File: config.mk
export PLATFORM = sky130hd
export DESIGN_NAME = multi_axis_dda_step_generator_flat
export DESIGN_NICKNAME = d
export VERILOG_FILES = /design/src/rtl/core/mads_pkg.sv /design/src/rtl/core/mads_if.sv /design/src/rtl/core/mads_axis.sv /design/src/rtl/core/mads_ctrl.sv /design/src/rtl/core/multi_axis_dda_step_generator.sv /design/src/flat_wrapper.sv
export SDC_FILE = /design/constraint.sdc
export NUM_CORES = 2
export LEC_CHECK = 0
export BUFFER_PORTS_ARGS = -buffer_cell sky130_fd_sc_hd__buf_2
export CAP_MARGIN = 10
export CORE_ASPECT_RATIO = 1.5
export CORE_MARGIN = 2
export CORE_UTILIZATION = 51
export CTS_CLUSTER_DIAMETER = 60
export DETAILED_ROUTE_END_ITERATION = 12
export GPL_TIMING_DRIVEN = 0
export PLACE_DENSITY_LB_ADDON = 0.2
export SYNTH_ARGS = -nofsm -noshare
export SYNTH_HDL_FRONTEND = slang
export SYNTH_SLANG_ARGS = --single-unit
File: constraint.sdc
create_clock -name clk -period 39.6 [get_ports clk]
set_input_delay 1.98 -clock clk [delete_from_list [all_inputs] [get_ports clk]]
set_output_delay 1.98 -clock clk [all_outputs]
set_load 0.1 [all_outputs]
File: src/rtl/core/mads_pkg.sv
package mads_pkg;

  localparam int VALUE_W  = 32;
  localparam int CNT_W    = 31;
  localparam int ACC_W    = 33;
  localparam int MASK_W   = 4;
  localparam int AXIS_W   = 2;
  localparam int AXES_DEF = 4;

  localparam logic [CNT_W-1:0] CNT_MAX = {CNT_W{1'b1}};

  typedef enum logic [1:0] {
    FN_LOAD   = 2'd0,
    FN_START  = 2'd1,
    FN_TICK   = 2'd2,
    FN_SETPOS = 2'd3
  } func_t;

  // per-word commands broadcast from control to every axis
  typedef struct packed {
    logic                      load;
    logic                      start;
    logic                      tick;
    logic                      setpos;
    logic [AXIS_W-1:0]         axis;
    logic signed [VALUE_W-1:0] value;
    logic [CNT_W-1:0]          longest;
    logic signed [ACC_W-1:0]   preset;
  } mads_cmd_t;

  // block status kept by control
  typedef struct packed {
    logic             active;
    logic [CNT_W-1:0] longest;
    logic [CNT_W-1:0] ticks;
  } mads_stat_t;

endpackage

File: src/rtl/core/mads_if.sv
interface mads_in_if import mads_pkg::*; ();
  logic                      valid;
  logic                      ready;
  func_t                     func;
  logic [AXIS_W-1:0]         axis;
  logic signed [VALUE_W-1:0] value;

  modport source (output valid, func, axis, value, input ready);
  modport sink   (input valid, func, axis, value, output ready);
endinterface

interface mads_out_if import mads_pkg::*; ();
  logic                      valid;
  logic                      ready;
  logic [MASK_W-1:0]         step_mask;
  logic [MASK_W-1:0]         dir_mask;
  logic                      block_done;
  logic                      busy_res;
  logic signed [VALUE_W-1:0] position_out;

  modport source (output valid, step_mask, dir_mask, block_done, busy_res, position_out,
                  input ready);
  modport sink   (input valid, step_mask, dir_mask, block_done, busy_res, position_out,
                  output ready);
endinterface

File: src/rtl/core/mads_axis.sv
module mads_axis
  import mads_pkg::*;
#(
  parameter int AXIS_ID = 0
) (
  input  logic                      clk,
  input  logic                      rst_n,
  input  mads_cmd_t                 cmd,
  output logic [CNT_W-1:0]          start_cnt,
  output logic                      step,
  output logic                      neg_nxt,
  output logic signed [VALUE_W-1:0] pos_nxt
);

  logic signed [VALUE_W-1:0] target_r, target_nxt;
  logic signed [VALUE_W-1:0] pos_r;
  logic [CNT_W-1:0]          cnt_r, cnt_nxt;
  logic signed [ACC_W-1:0]   acc_r, acc_nxt;
  logic                      neg_r;
  logic                      sel;
  logic signed [ACC_W-1:0]   delta;
  logic [ACC_W-1:0]          mag;
  logic                      start_neg;
  logic signed [ACC_W-1:0]   sum;

  assign sel = (int'(cmd.axis) == AXIS_ID);

  // delta to target, direction and saturated step count for a block start
  always_comb begin
    delta     = ACC_W'(target_r) - ACC_W'(pos_r);
    start_neg = delta[ACC_W-1] || (delta == '0);
    mag       = delta[ACC_W-1] ? (ACC_W'(0) - delta) : delta;
    start_cnt = (mag > ACC_W'(CNT_MAX)) ? CNT_MAX : mag[CNT_W-1:0];
  end

  // dda accumulate and overflow test
  always_comb begin
    sum  = acc_r + ACC_W'(cnt_r);
    step = cmd.tick && !sum[ACC_W-1] && (sum != '0);
  end

  // next state
  always_comb begin
    target_nxt = target_r;
    pos_nxt    = pos_r;
    cnt_nxt    = cnt_r;
    acc_nxt    = acc_r;
    neg_nxt    = neg_r;
    if (cmd.load && sel) begin
      target_nxt = cmd.value;
    end
    if (cmd.setpos && sel) begin
      pos_nxt = cmd.value;
    end
    if (cmd.start) begin
      cnt_nxt = start_cnt;
      neg_nxt = start_neg;
      acc_nxt = cmd.preset;
    end
    if (cmd.tick) begin
      if (step) begin
        acc_nxt = sum - ACC_W'(cmd.longest);
        pos_nxt = neg_r ? (pos_r - VALUE_W'(1)) : (pos_r + VALUE_W'(1));
      end else begin
        acc_nxt = sum;
      end
    end
  end

  always_ff @(posedge clk) begin
    if (!rst_n) begin
      target_r <= '0;
      pos_r    <= '0;
      cnt_r    <= '0;
      acc_r    <= '0;
      neg_r    <= 1'b0;
    end else begin
      target_r <= target_nxt;
      pos_r    <= pos_nxt;
      cnt_r    <= cnt_nxt;
      acc_r    <= acc_nxt;
      neg_r    <= neg_nxt;
    end
  end

endmodule

File: src/rtl/core/mads_ctrl.sv
module mads_ctrl
  import mads_pkg::*;
#(
  parameter int AXES = AXES_DEF
) (
  input  logic                      clk,
  input  logic                      rst_n,
  input  logic                      go,
  input  func_t                     func,
  input  logic [AXIS_W-1:0]         axis,
  input  logic signed [VALUE_W-1:0] value,
  input  logic [CNT_W-1:0]          start_cnt [AXES],
  output mads_cmd_t                 cmd,
  output mads_stat_t                stat,
  output logic                      active_nxt,
  output logic                      done
);

  logic             active_r;
  logic [CNT_W-1:0] longest_r, longest_nxt;
  logic [CNT_W-1:0] ticks_r, ticks_nxt;
  logic [CNT_W-1:0] lmax;
  logic [CNT_W-1:0] tick_cnt;
  logic             is_load, is_start, is_tick, is_setpos;
  logic             start_en, tick_en;

  // function decode
  always_comb begin
    is_load   = 1'b0;
    is_start  = 1'b0;
    is_tick   = 1'b0;
    is_setpos = 1'b0;
    unique case (func)
      FN_LOAD:   is_load   = 1'b1;
      FN_START:  is_start  = 1'b1;
      FN_TICK:   is_tick   = 1'b1;
      FN_SETPOS: is_setpos = 1'b1;
      default:   is_load   = 1'b0;
    endcase
  end

  assign start_en = go && is_start && !active_r;
  assign tick_en  = go && is_tick && active_r;

  // block length: longest axis count, never below one
  always_comb begin
    lmax = CNT_W'(1);
    for (int i = 0; i < AXES; i++) begin
      if (start_cnt[i] > lmax) lmax = start_cnt[i];
    end
  end

  // block progress
  always_comb begin
    tick_cnt    = ticks_r + CNT_W'(1);
    longest_nxt = longest_r;
    ticks_nxt   = ticks_r;
    active_nxt  = active_r;
    done        = 1'b0;
    if (start_en) begin
      longest_nxt = lmax;
      ticks_nxt   = '0;
      active_nxt  = 1'b1;
    end else if (tick_en) begin
      if (tick_cnt >= longest_r) begin
        ticks_nxt  = '0;
        active_nxt = 1'b0;
        done       = 1'b1;
      end else begin
        ticks_nxt = tick_cnt;
      end
    end
  end

  always_comb begin
    cmd.load    = go && is_load;
    cmd.start   = start_en;
    cmd.tick    = tick_en;
    cmd.setpos  = go && is_setpos;
    cmd.axis    = axis;
    cmd.value   = value;
    cmd.longest = longest_r;
    cmd.preset  = ACC_W'(0) - ACC_W'(lmax >> 1);
  end

  assign stat.active  = active_r;
  assign stat.longest = longest_r;
  assign stat.ticks   = ticks_r;

  always_ff @(posedge clk) begin
    if (!rst_n) begin
      active_r  <= 1'b0;
      longest_r <= CNT_W'(1);
      ticks_r   <= '0;
    end else begin
      active_r  <= active_nxt;
      longest_r <= longest_nxt;
      ticks_r   <= ticks_nxt;
    end
  end

endmodule

File: src/rtl/core/multi_axis_dda_step_generator.sv
// channel  dir  role    payload
// in_ch    in   sink    func, axis, value
// out_ch   out  source  step_mask, dir_mask, block_done, busy_res, position_out
//
// one word per clock unless out_ch stalls; a taken word enters the input register,
// then one pass of axis adders carries its result into the result register
// synchronous active-low reset: positions, targets, counts cleared, block length one
// a stalled result holds the result register; an empty input register still takes one
// more word, after which in_ch.ready stays low until out_ch.ready returns
module multi_axis_dda_step_generator
  import mads_pkg::*;
#(
  parameter int AXES = AXES_DEF
) (
  input  logic       clk,
  input  logic       rst_n,
  mads_in_if.sink    in_ch,
  mads_out_if.source out_ch
);

  logic                      in_v_r;
  func_t                     func_r;
  logic [AXIS_W-1:0]         axis_r;
  logic signed [VALUE_W-1:0] value_r;
  logic                      go;

  logic                      out_v_r;
  logic [MASK_W-1:0]         step_r;
  logic [MASK_W-1:0]         dir_r;
  logic                      done_r;
  logic                      busy_r;
  logic signed [VALUE_W-1:0] pos_out_r, pos_sel;

  mads_cmd_t                 cmd;
  mads_stat_t                stat;
  logic                      active_nxt;
  logic                      done;
  logic [CNT_W-1:0]          start_cnt [AXES];
  logic                      step_v [AXES];
  logic                      neg_v  [AXES];
  logic signed [VALUE_W-1:0] pos_v  [AXES];
  logic [AXES-1:0]           step_bits, dir_bits;

  assign go          = in_v_r && (!out_v_r || out_ch.ready);
  assign in_ch.ready = !in_v_r || go;

  // input register
  always_ff @(posedge clk) begin
    if (!rst_n) begin
      in_v_r <= 1'b0;
    end else if (in_ch.ready) begin
      in_v_r <= in_ch.valid;
    end
  end

  always_ff @(posedge clk) begin
    if (in_ch.valid && in_ch.ready) begin
      func_r  <= in_ch.func;
      axis_r  <= in_ch.axis;
      value_r <= in_ch.value;
    end
  end

  mads_ctrl #(.AXES(AXES)) u_ctrl (
    .clk        (clk),
    .rst_n      (rst_n),
    .go         (go),
    .func       (func_r),
    .axis       (axis_r),
    .value      (value_r),
    .start_cnt  (start_cnt),
    .cmd        (cmd),
    .stat       (stat),
    .active_nxt (active_nxt),
    .done       (done)
  );

  for (genvar g = 0; g < AXES; g++) begin : g_axis
    mads_axis #(.AXIS_ID(g)) u_axis (
      .clk       (clk),
      .rst_n     (rst_n),
      .cmd       (cmd),
      .start_cnt (start_cnt[g]),
      .step      (step_v[g]),
      .neg_nxt   (neg_v[g]),
      .pos_nxt   (pos_v[g])
    );
  end

  // gather masks and read back the selected axis
  always_comb begin
    pos_sel = '0;
    for (int i = 0; i < AXES; i++) begin
      step_bits[i] = step_v[i];
      dir_bits[i]  = neg_v[i];
      if (int'(axis_r) == i) pos_sel = pos_v[i];
    end
  end

  // result register
  always_ff @(posedge clk) begin
    if (!rst_n) begin
      out_v_r <= 1'b0;
    end else if (go) begin
      out_v_r <= 1'b1;
    end else if (out_ch.ready) begin
      out_v_r <= 1'b0;
    end
  end

  always_ff @(posedge clk) begin
    if (go) begin
      step_r    <= MASK_W'(step_bits);
      dir_r     <= MASK_W'(dir_bits);
      done_r    <= done;
      busy_r    <= active_nxt;
      pos_out_r <= pos_sel;
    end
  end

  assign out_ch.valid        = out_v_r;
  assign out_ch.step_mask    = step_r;
  assign out_ch.dir_mask     = dir_r;
  assign out_ch.block_done   = done_r;
  assign out_ch.busy_res     = busy_r;
  assign out_ch.position_out = pos_out_r;

  // a finishing tick leaves the block idle
  a_done_idle: assert property (@(posedge clk) disable iff (!rst_n)
    out_v_r && done_r |-> !busy_r)
    else $error("block_done reported with block still busy");

  // tick count stays inside the block length
  a_ticks: assert property (@(posedge clk) disable iff (!rst_n)
    (stat.longest != '0) && (!stat.active || (stat.ticks < stat.longest)))
    else $error("tick count outside block length");

  // input only backs up behind a stalled result
  a_backpressure: assert property (@(posedge clk) disable iff (!rst_n)
    !in_ch.ready |-> (in_v_r && out_v_r && !out_ch.ready))
    else $error("input stalled without output stall");

  // a start accepted while idle makes the block busy
  a_start: assert property (@(posedge clk) disable iff (!rst_n)
    cmd.start |=> stat.active)
    else $error("start did not activate block");

endmodule
File: src/flat_wrapper.sv
// flat-port wrapper written by rule: the top's interface ports become plain ports
module multi_axis_dda_step_generator_flat import mads_pkg::*;
#(
  parameter int AXES = AXES_DEF
)
  (clk, rst_n, in_ch_valid, in_ch_func, in_ch_axis, in_ch_value, in_ch_ready, out_ch_valid, out_ch_step_mask, out_ch_dir_mask, out_ch_block_done, out_ch_busy_res, out_ch_position_out, out_ch_ready);
  mads_in_if in_ch_i ();
  mads_out_if out_ch_i ();
  input  logic clk;
  input  logic rst_n;
  input wire logic [$bits(in_ch_i.valid)-1:0] in_ch_valid;
  input wire logic [$bits(in_ch_i.func)-1:0] in_ch_func;
  input wire logic [$bits(in_ch_i.axis)-1:0] in_ch_axis;
  input wire logic [$bits(in_ch_i.value)-1:0] in_ch_value;
  output wire logic [$bits(in_ch_i.ready)-1:0] in_ch_ready;
  output wire logic [$bits(out_ch_i.valid)-1:0] out_ch_valid;
  output wire logic [$bits(out_ch_i.step_mask)-1:0] out_ch_step_mask;
  output wire logic [$bits(out_ch_i.dir_mask)-1:0] out_ch_dir_mask;
  output wire logic [$bits(out_ch_i.block_done)-1:0] out_ch_block_done;
  output wire logic [$bits(out_ch_i.busy_res)-1:0] out_ch_busy_res;
  output wire logic [$bits(out_ch_i.position_out)-1:0] out_ch_position_out;
  input wire logic [$bits(out_ch_i.ready)-1:0] out_ch_ready;
  assign in_ch_i.valid = in_ch_valid;
  assign in_ch_i.func = in_ch_func;
  assign in_ch_i.axis = in_ch_axis;
  assign in_ch_i.value = in_ch_value;
  assign in_ch_ready = in_ch_i.ready;
  assign out_ch_valid = out_ch_i.valid;
  assign out_ch_step_mask = out_ch_i.step_mask;
  assign out_ch_dir_mask = out_ch_i.dir_mask;
  assign out_ch_block_done = out_ch_i.block_done;
  assign out_ch_busy_res = out_ch_i.busy_res;
  assign out_ch_position_out = out_ch_i.position_out;
  assign out_ch_i.ready = out_ch_ready;
  multi_axis_dda_step_generator #(.AXES(AXES)) u_core (.clk(clk), .rst_n(rst_n), .in_ch(in_ch_i), .out_ch(out_ch_i));
endmodule
== After elaboration in Yosys (flattened, before gate mapping) ==
Index checks and enable logic that the tools add are counted.
W data, S select, Z words.
Operators by class
  $add $sub $neg: 26
  multiply operators: 0
  divide/modulo/power cells: 0
  $lt $le $gt $ge: 9
  equal/unequal tests: 6
  shifts and indexed selects: 0
  mux-type cells: 56
  bitwise operators: 2
  reductions and logical operators: 51
Operator list (number)
  $mux W32: 20
  $mux W33: 13
  $mux W31: 9
  $add A33 B31 Y33: 4
  $gt A33 B31 Y1 const B: 4
  $logic_not A33 Y1: 4
  $reduce_bool A33 Y1: 4
  $sub A1 B33 Y33 const A: 4
  $sub A32 B32 Y33: 4
  $sub A33 B31 Y33: 4
  $add A32 B2 Y32 const B: 4
  $sub A32 B2 Y32 const B: 4
  $gt A31 B31 Y1: 3
  $add A31 B1 Y31 const B: 1
  $ge A31 B31 Y1: 1
  $gt A31 B1 Y1 const B: 1
  $sub A1 B30 Y31 const A: 1
  $logic_and A1 B1 Y1: 24
  $mux W1: 14
  $eq A2 B2 Y1 const B: 4
  $logic_not A1 Y1: 7
  $logic_or A1 B1 Y1: 6
  $eq A2 B1 Y1 const B: 2
  $logic_not A2 Y1: 2
  other kinds (3): 6
Word-level totals
  bits in registers: 659
  bits in latches: 0
  RAM bits: 0
  bits in read-only memories: 0
  input port bits: 40
  output and inout bits: 44
  word-level logic and storage cells: 183
  memories: 0

== Longest topological paths before layout ==
  depth after elaboration: 16
  depth in mapped cells: 78

== Hierarchy ==
From an unflattened synthesis, not the netlist that was laid out.
Unflattened totals
  cells, all modules: 9024
  area total of the unflattened synthesis: 68384.3 µm²
By module, submodules not included
  mads_axis at u_core.g_axis[1].u_axis ...: instances 2, cells an instance 1923, area an instance 14136.1 µm², sequential area each 2582.5 µm²
  mads_axis at u_core.g_axis[0].u_axis: instances 1, cells an instance 1958, area an instance 14113.5 µm², sequential area each 2582.5 µm²
  mads_axis at u_core.g_axis[3].u_axis: instances 1, cells an instance 1841, area an instance 13698.1 µm², sequential area each 2582.5 µm²
  mads_ctrl: instances 1, cells an instance 1253, area an instance 9059.9 µm², sequential area each 1261.2 µm²
  multi_axis_dda_step_generator: instances 1, cells an instance 126, area an instance 3240.6 µm², sequential area each 2382.3 µm²

== Worst setup path before layout ==
No wires, ideal clock.
  path type: reg2reg
  from: reg u_core.g_axis[1].u_axis.pos_r[0]
  to: reg u_core.g_axis[0].u_axis.acc_r[31]
  library setup time: 116 ps
  arrival: 14542 ps
  data required time: 39484 ps
  setup slack: 24942 ps
  stages on the path, launching flop included: 67
  cell sequence: dfxtp_1 > ha_1 > inv_1 > fa_1 > a211oi_1 > o21ai_0 > and3_1 > nor2_1 > a21oi_1 > a2111oi_0 > o21bai_1 > a211oi_1 > or2_2 > nand4_1 > or2_2 > nand3_1 > clkbuf_1 > buf_1 > [31 not listed] > nand2b_1 > a221o_1 > a21oi_1 > o221ai_1 > o21ai_0 > o21ai_0 > mux2i_1 > buf_2 > buf_1 > nand3_1 > o21ai_0 > ha_1 > and4b_1 > o21ai_0 > and2_1 > a21o_1 > o311a_1 > a31o_1
Between the ends
  word-level cells in the longest chain between the ends: 14
Ends and longest elaborated chain
  start: declaration: RTL line mads_axis.sv:16  | logic signed [VALUE_W-1:0] pos_r;
  start signal: assignment: RTL line mads_axis.sv:79  | pos_r <= pos_nxt;
  $sub A32 B32 Y33 (*): RTL line mads_axis.sv:30  | delta = ACC_W'(target_r) - ACC_W'(pos_r);
  $sub A1 B33 Y33: RTL line mads_axis.sv:32  | mag = delta[ACC_W-1] ? (ACC_W'(0) - delta) : delta;
  $mux W33 (*): RTL line mads_axis.sv:32
  $gt A33 B31 Y1: RTL line mads_axis.sv:33  | start_cnt = (mag > ACC_W'(CNT_MAX)) ? CNT_MAX : mag[CNT_W-1:0];
  $mux W31 (*): RTL line mads_axis.sv:33
  via u_core.g_axis[1].u_axis.start_cnt[30]: RTL line mads_axis.sv:9  | output logic [CNT_W-1:0] start_cnt,
  $gt A31 B31 Y1: RTL line mads_ctrl.sv:49  | if (start_cnt[i] > lmax) lmax = start_cnt[i];
  $mux W31 (*): RTL line mads_ctrl.sv:49
  $gt A31 B31 Y1: RTL line mads_ctrl.sv:49
  $mux W31 (*): RTL line mads_ctrl.sv:49
  $gt A31 B31 Y1: RTL line mads_ctrl.sv:49
  $mux W31 (*): RTL line mads_ctrl.sv:49
  $sub A1 B30 Y31 (*): RTL line mads_ctrl.sv:83  | cmd.preset = ACC_W'(0) - ACC_W'(lmax >> 1);
  $mux W33 (*): RTL line mads_axis.sv:55  | if (cmd.start) begin
  $mux W33 (*): RTL line mads_axis.sv:60  | if (cmd.tick) begin
  end signal: assignment: RTL line mads_axis.sv:81  | acc_r <= acc_nxt;
  end: declaration: RTL line mads_axis.sv:18  | logic signed [ACC_W-1:0] acc_r, acc_nxt;
The timed path passes the listed nets; every way through them passes the cells marked *. The select of a mux whose other input is x is not followed.
A chain may end at the register's enable or synchronous reset.

== Worst setup path after layout ==
  from: reg u_core.g_axis[1].u_axis.pos_r[0]
  to: reg u_core.g_axis[2].u_axis.acc_r[28]
Between the ends
  word-level cells in the longest chain between the ends: 14
Ends and longest elaborated chain (RTL line)
  $sub A32 B32 Y33 (*): mads_axis.sv:30
  $sub A1 B33 Y33: mads_axis.sv:32
  $mux W33 (*): mads_axis.sv:32
  $gt A33 B31 Y1: mads_axis.sv:33
  $mux W31 (*): mads_axis.sv:33
  via u_core.g_axis[1].u_axis.start_cnt[30]: mads_axis.sv:9
  $gt A31 B31 Y1: mads_ctrl.sv:49
  $mux W31 (*): mads_ctrl.sv:49
  $gt A31 B31 Y1: mads_ctrl.sv:49
  $mux W31 (*): mads_ctrl.sv:49
  $gt A31 B31 Y1: mads_ctrl.sv:49
  $mux W31 (*): mads_ctrl.sv:49
  $sub A1 B30 Y31 (*): mads_ctrl.sv:83
  $mux W33 (*): mads_axis.sv:55
  $mux W33 (*): mads_axis.sv:60
  end signal: assignment: mads_axis.sv:81
  end: declaration: mads_axis.sv:18
Marks and branches as above.

==> impl_metrics.toml <==
[run_status]
status = "complete, but fails checks"
violations = "max-capacitance violations"

[place]
hpwl_mm = 221
gp_congestion = 1.09
portBuffers = 82

[worst_setup_path]
critPathTopFamily = "compound AO/OA/AOI/OAI gates"
path_class = "flop to flop"
slowest_delay_ns = 1.14
worstPathMaxFanout = 10
cp.required_ns = 40.12
endpoint_kind = "flop"
cp_slowest_cell = "mux2i_1"
arrival_ns = 23.10
critPathLaunchType = "flop"
cpMostUsedCell = "o21ai_0"
cp_num_buf_inv = 15

[sta]
clock-skew-final_ns = 0.0373
worstMarginPinSlew_ns = 1.45
tns_ns = 0
finalHoldViolCount = 0
finalCritPeriodShare_pct = 57.0
slew_violations = 0
max_freq_ghz = 0.0443
setup_violations = 0
rsz0062_at_grt = "false"
fin_hold_ws_ns = 0.457
max_slew_margin_pct = 0.782
min_period_ns = 22.58

[logic_synthesis]
syn_nets = 8603
synth_edf_count = 78
ys.flop_type = "dfxtp_1"
synthDistinctLibCells = 105
syn_inst = 7930
netlist_area_um2 = 60000
yosysSeqAreaShare_pct = 23.3
ys_warn_count = 0
syn_area_per_cell_um2 = 7.56
synthArstFlopShare_pct = 0
ys_ff_latch = 659

[power]
leakage_uw = 0.0269
powerDensity_nw_per_um2 = 92.6
vdd_ir_drop_max_uv = 173

[clock_tree]
clkSlewWorstSetupHoldPaths_ns = 0.07
clock-sinks = 659
postCtsSetupBuffers = 0
cts_tree = "built"
htree_levels = 3
cts_buffers = 74
clockBufferDepth = 3
insertion_delay_ns = 0.71
cts_hold_buf = 0
cts-root-buf = "clkbuf_16"
ctsResizeCount = 0

[global_routing]
grt_max_degree = 47
grt_pass1_vias = 59559
grtUsageTotal_pct = 45.0
antenna_found_initial = 12
grt_overflow_total = 0
grt_pass1_wl_mm = 397

[cells_and_area]
seqCellArea_um2 = 14000
drive_gt1_share_pct = 5.01
multi_input_area_um2 = 43100
area_growth_pct = 9.07
nNetsFinal = 8801
fill_cells = 11606

[drt]
post_drt_wl_per_cell_um = 28.6
post_drt_via_cell_ratio = 6.43
first_pass_iters = 8
drt_first_iter_violations = 6294
drt-total-wl_mm = 279
final_antenna_net_count = 0
via_count = 62753
drc_errors = 0

[job]
cap_violations = 1

[floorplan]
rows = 154
dieArea_um2 = 120000
fp.coreArea_um2 = 117000
ioPinCount = 84
die_w_um = 284
start_util_pct = 51.2
die-height_um = 424

[worst_hold_path]
hp-class = "flop to flop"
final timing paths:
kind | startpoint | to | slack [ns] | depth (start not counted)
setup reg to reg | u_core.g_axis[1].u_axis.pos_r[0]$_SDFF_PN0_ | u_core.g_axis[2].u_axis.acc_r[28]$_SDFFE_PN0P_ | 17.02 | 70
hold reg to reg | u_core.u_ctrl.ticks_r[17]$_SDFFE_PP0P_ | u_core.u_ctrl.ticks_r[17]$_SDFFE_PP0P_ | 0.46 | 2
hold / removal | u_core.u_ctrl.ticks_r[17]$_SDFFE_PP0P_ | u_core.u_ctrl.ticks_r[17]$_SDFFE_PP0P_ | 0.46 | 2
setup / recovery | u_core.g_axis[1].u_axis.pos_r[0]$_SDFF_PN0_ | u_core.g_axis[2].u_axis.acc_r[28]$_SDFFE_PN0P_ | 17.02 | 70
tightest hold or removal path, delay by kind of cell (launching register included):
family,cells,cell delay [ns]
AO/OA/AOI/OAI,1,0.05
AND/OR/NAND/NOR,1,0.05
flip-flops,1,0.31
metal layers:
layer	GRT usage (%)	vias up	routed length, µm
met2	70.6	3142	121000
met5	0.161	-	78
met1	47.2	29365	96400
li1	-	29090	-
met3	9.28	1146	22700
met4	52.1	10	38700
cell usage after synthesis (82+ instances only):
cell        n  area [µm²]
dfxtp_1   581       11600
mux2i_1   135        1350
a21o_1    147        1100
ha_1      617        7720
nand2b_1   98         613
a21oi_1   776        3880
and2_1    197        1230
a211oi_1  176        1320
o21ai_0   491        2460
xor2_1    168        1470
xnor2_1   362        3170
inv_1     393        1480
nand2_1   841        3160
nor2_1    702        2640
nand3_1   212        1060
nor3_1    304        1520
nor2b_1    82         513
clkbuf_1  308        1160
and3_1     88         551
layout make-up:
cell class,instances,share of cell area [%]
multi-input cells,6505,65.9
flip-flops and latches,659,21.4
clock buffers,97,3.23
well taps,1560,2.98
inverters,395,2.27
plain buffers,371,2.20
repair buffers,122,1.35
clock inverters,36,0.671
diodes,8,0.0306
stage by stage:
stage	util [%]	total power, µW	setup WS, ns	cell area (µm²)	cells
2_1_floorplan	-	3520	24.94	60000	7930
3_3_place_gp	53.2	5010	17.08	62300	9572
3_5_place_dp	53.5	5050	18.06	62700	9598
4_1_cts	55.7	5810	17.97	65200	9731
5_1_grt	55.8	6320	16.13	65400	9747
6_report	55.8	6060	17.02	65400	9753
cell families (layout without fill, tap and decap cells):
family,after synthesis,in the layout,share of synthesized area [%]
simple gates,2834,2834,22.5
fa+ha+maj,637,637,13.5
xor+xnor,530,530,7.74
mux,177,177,3.59
flops,659,659,23.3
other cells,0,8,0
buf+inv,766,1021,4.86
compound gates,2327,2327,24.6
cells in the final DEF, fill, tap and decap left out, types with 64 or more instances in the layout:
cell type / n
a31oi_1: 71
nor3_1: 304
clkbuf_1: 317
or3_1: 64
clkbuf_16: 78
xor2_1: 168
o21a_1: 80
nand2b_1: 98
and3_1: 88
nand2_1: 841
nor2_1: 702
inv_1: 392
xnor2_1: 362
and2_1: 196
dfxtp_1: 580
o21ai_0: 483
a21oi_1: 774
o21bai_1: 65
edfxtp_1: 78
ha_1: 617
mux2i_1: 135
nand3_1: 212
buf_2: 106
a211oi_1: 176
a21o_1: 147
nor2b_1: 82
where the power goes:
| group | internal, µW | switching [µW] | total (µW) |
|---|---|---|---|
| logic | 1410 | 3150 | 4560 |
| clock network | 432 | 323 | 755 |
| registers | 713 | 28.7 | 742 |
sequential cells by signal, indices dropped and copies added (netlist names):
signal,flops
u_core.g_axis.u_axis.target_r,128
u_core.g_axis.u_axis.pos_r,128
u_core.out_ch.dir_mask,4
u_core.out_ch.valid,1
u_core.value_r,32
u_core.in_v_r,1
u_core.u_ctrl.active_r,1
u_core.g_axis.u_axis.neg_r,4
u_core.g_axis.u_axis.cnt_r,124
u_core.out_ch.step_mask,4
u_core.u_ctrl.longest_r,31
u_core.out_ch.busy_res,1
u_core.g_axis.u_axis.acc_r,132
u_core.out_ch.position_out,32
u_core.u_ctrl.ticks_r,31
u_core.out_ch.block_done,1
u_core.func_r,2
u_core.axis_r,2
(Power assumes the default switching activity.)
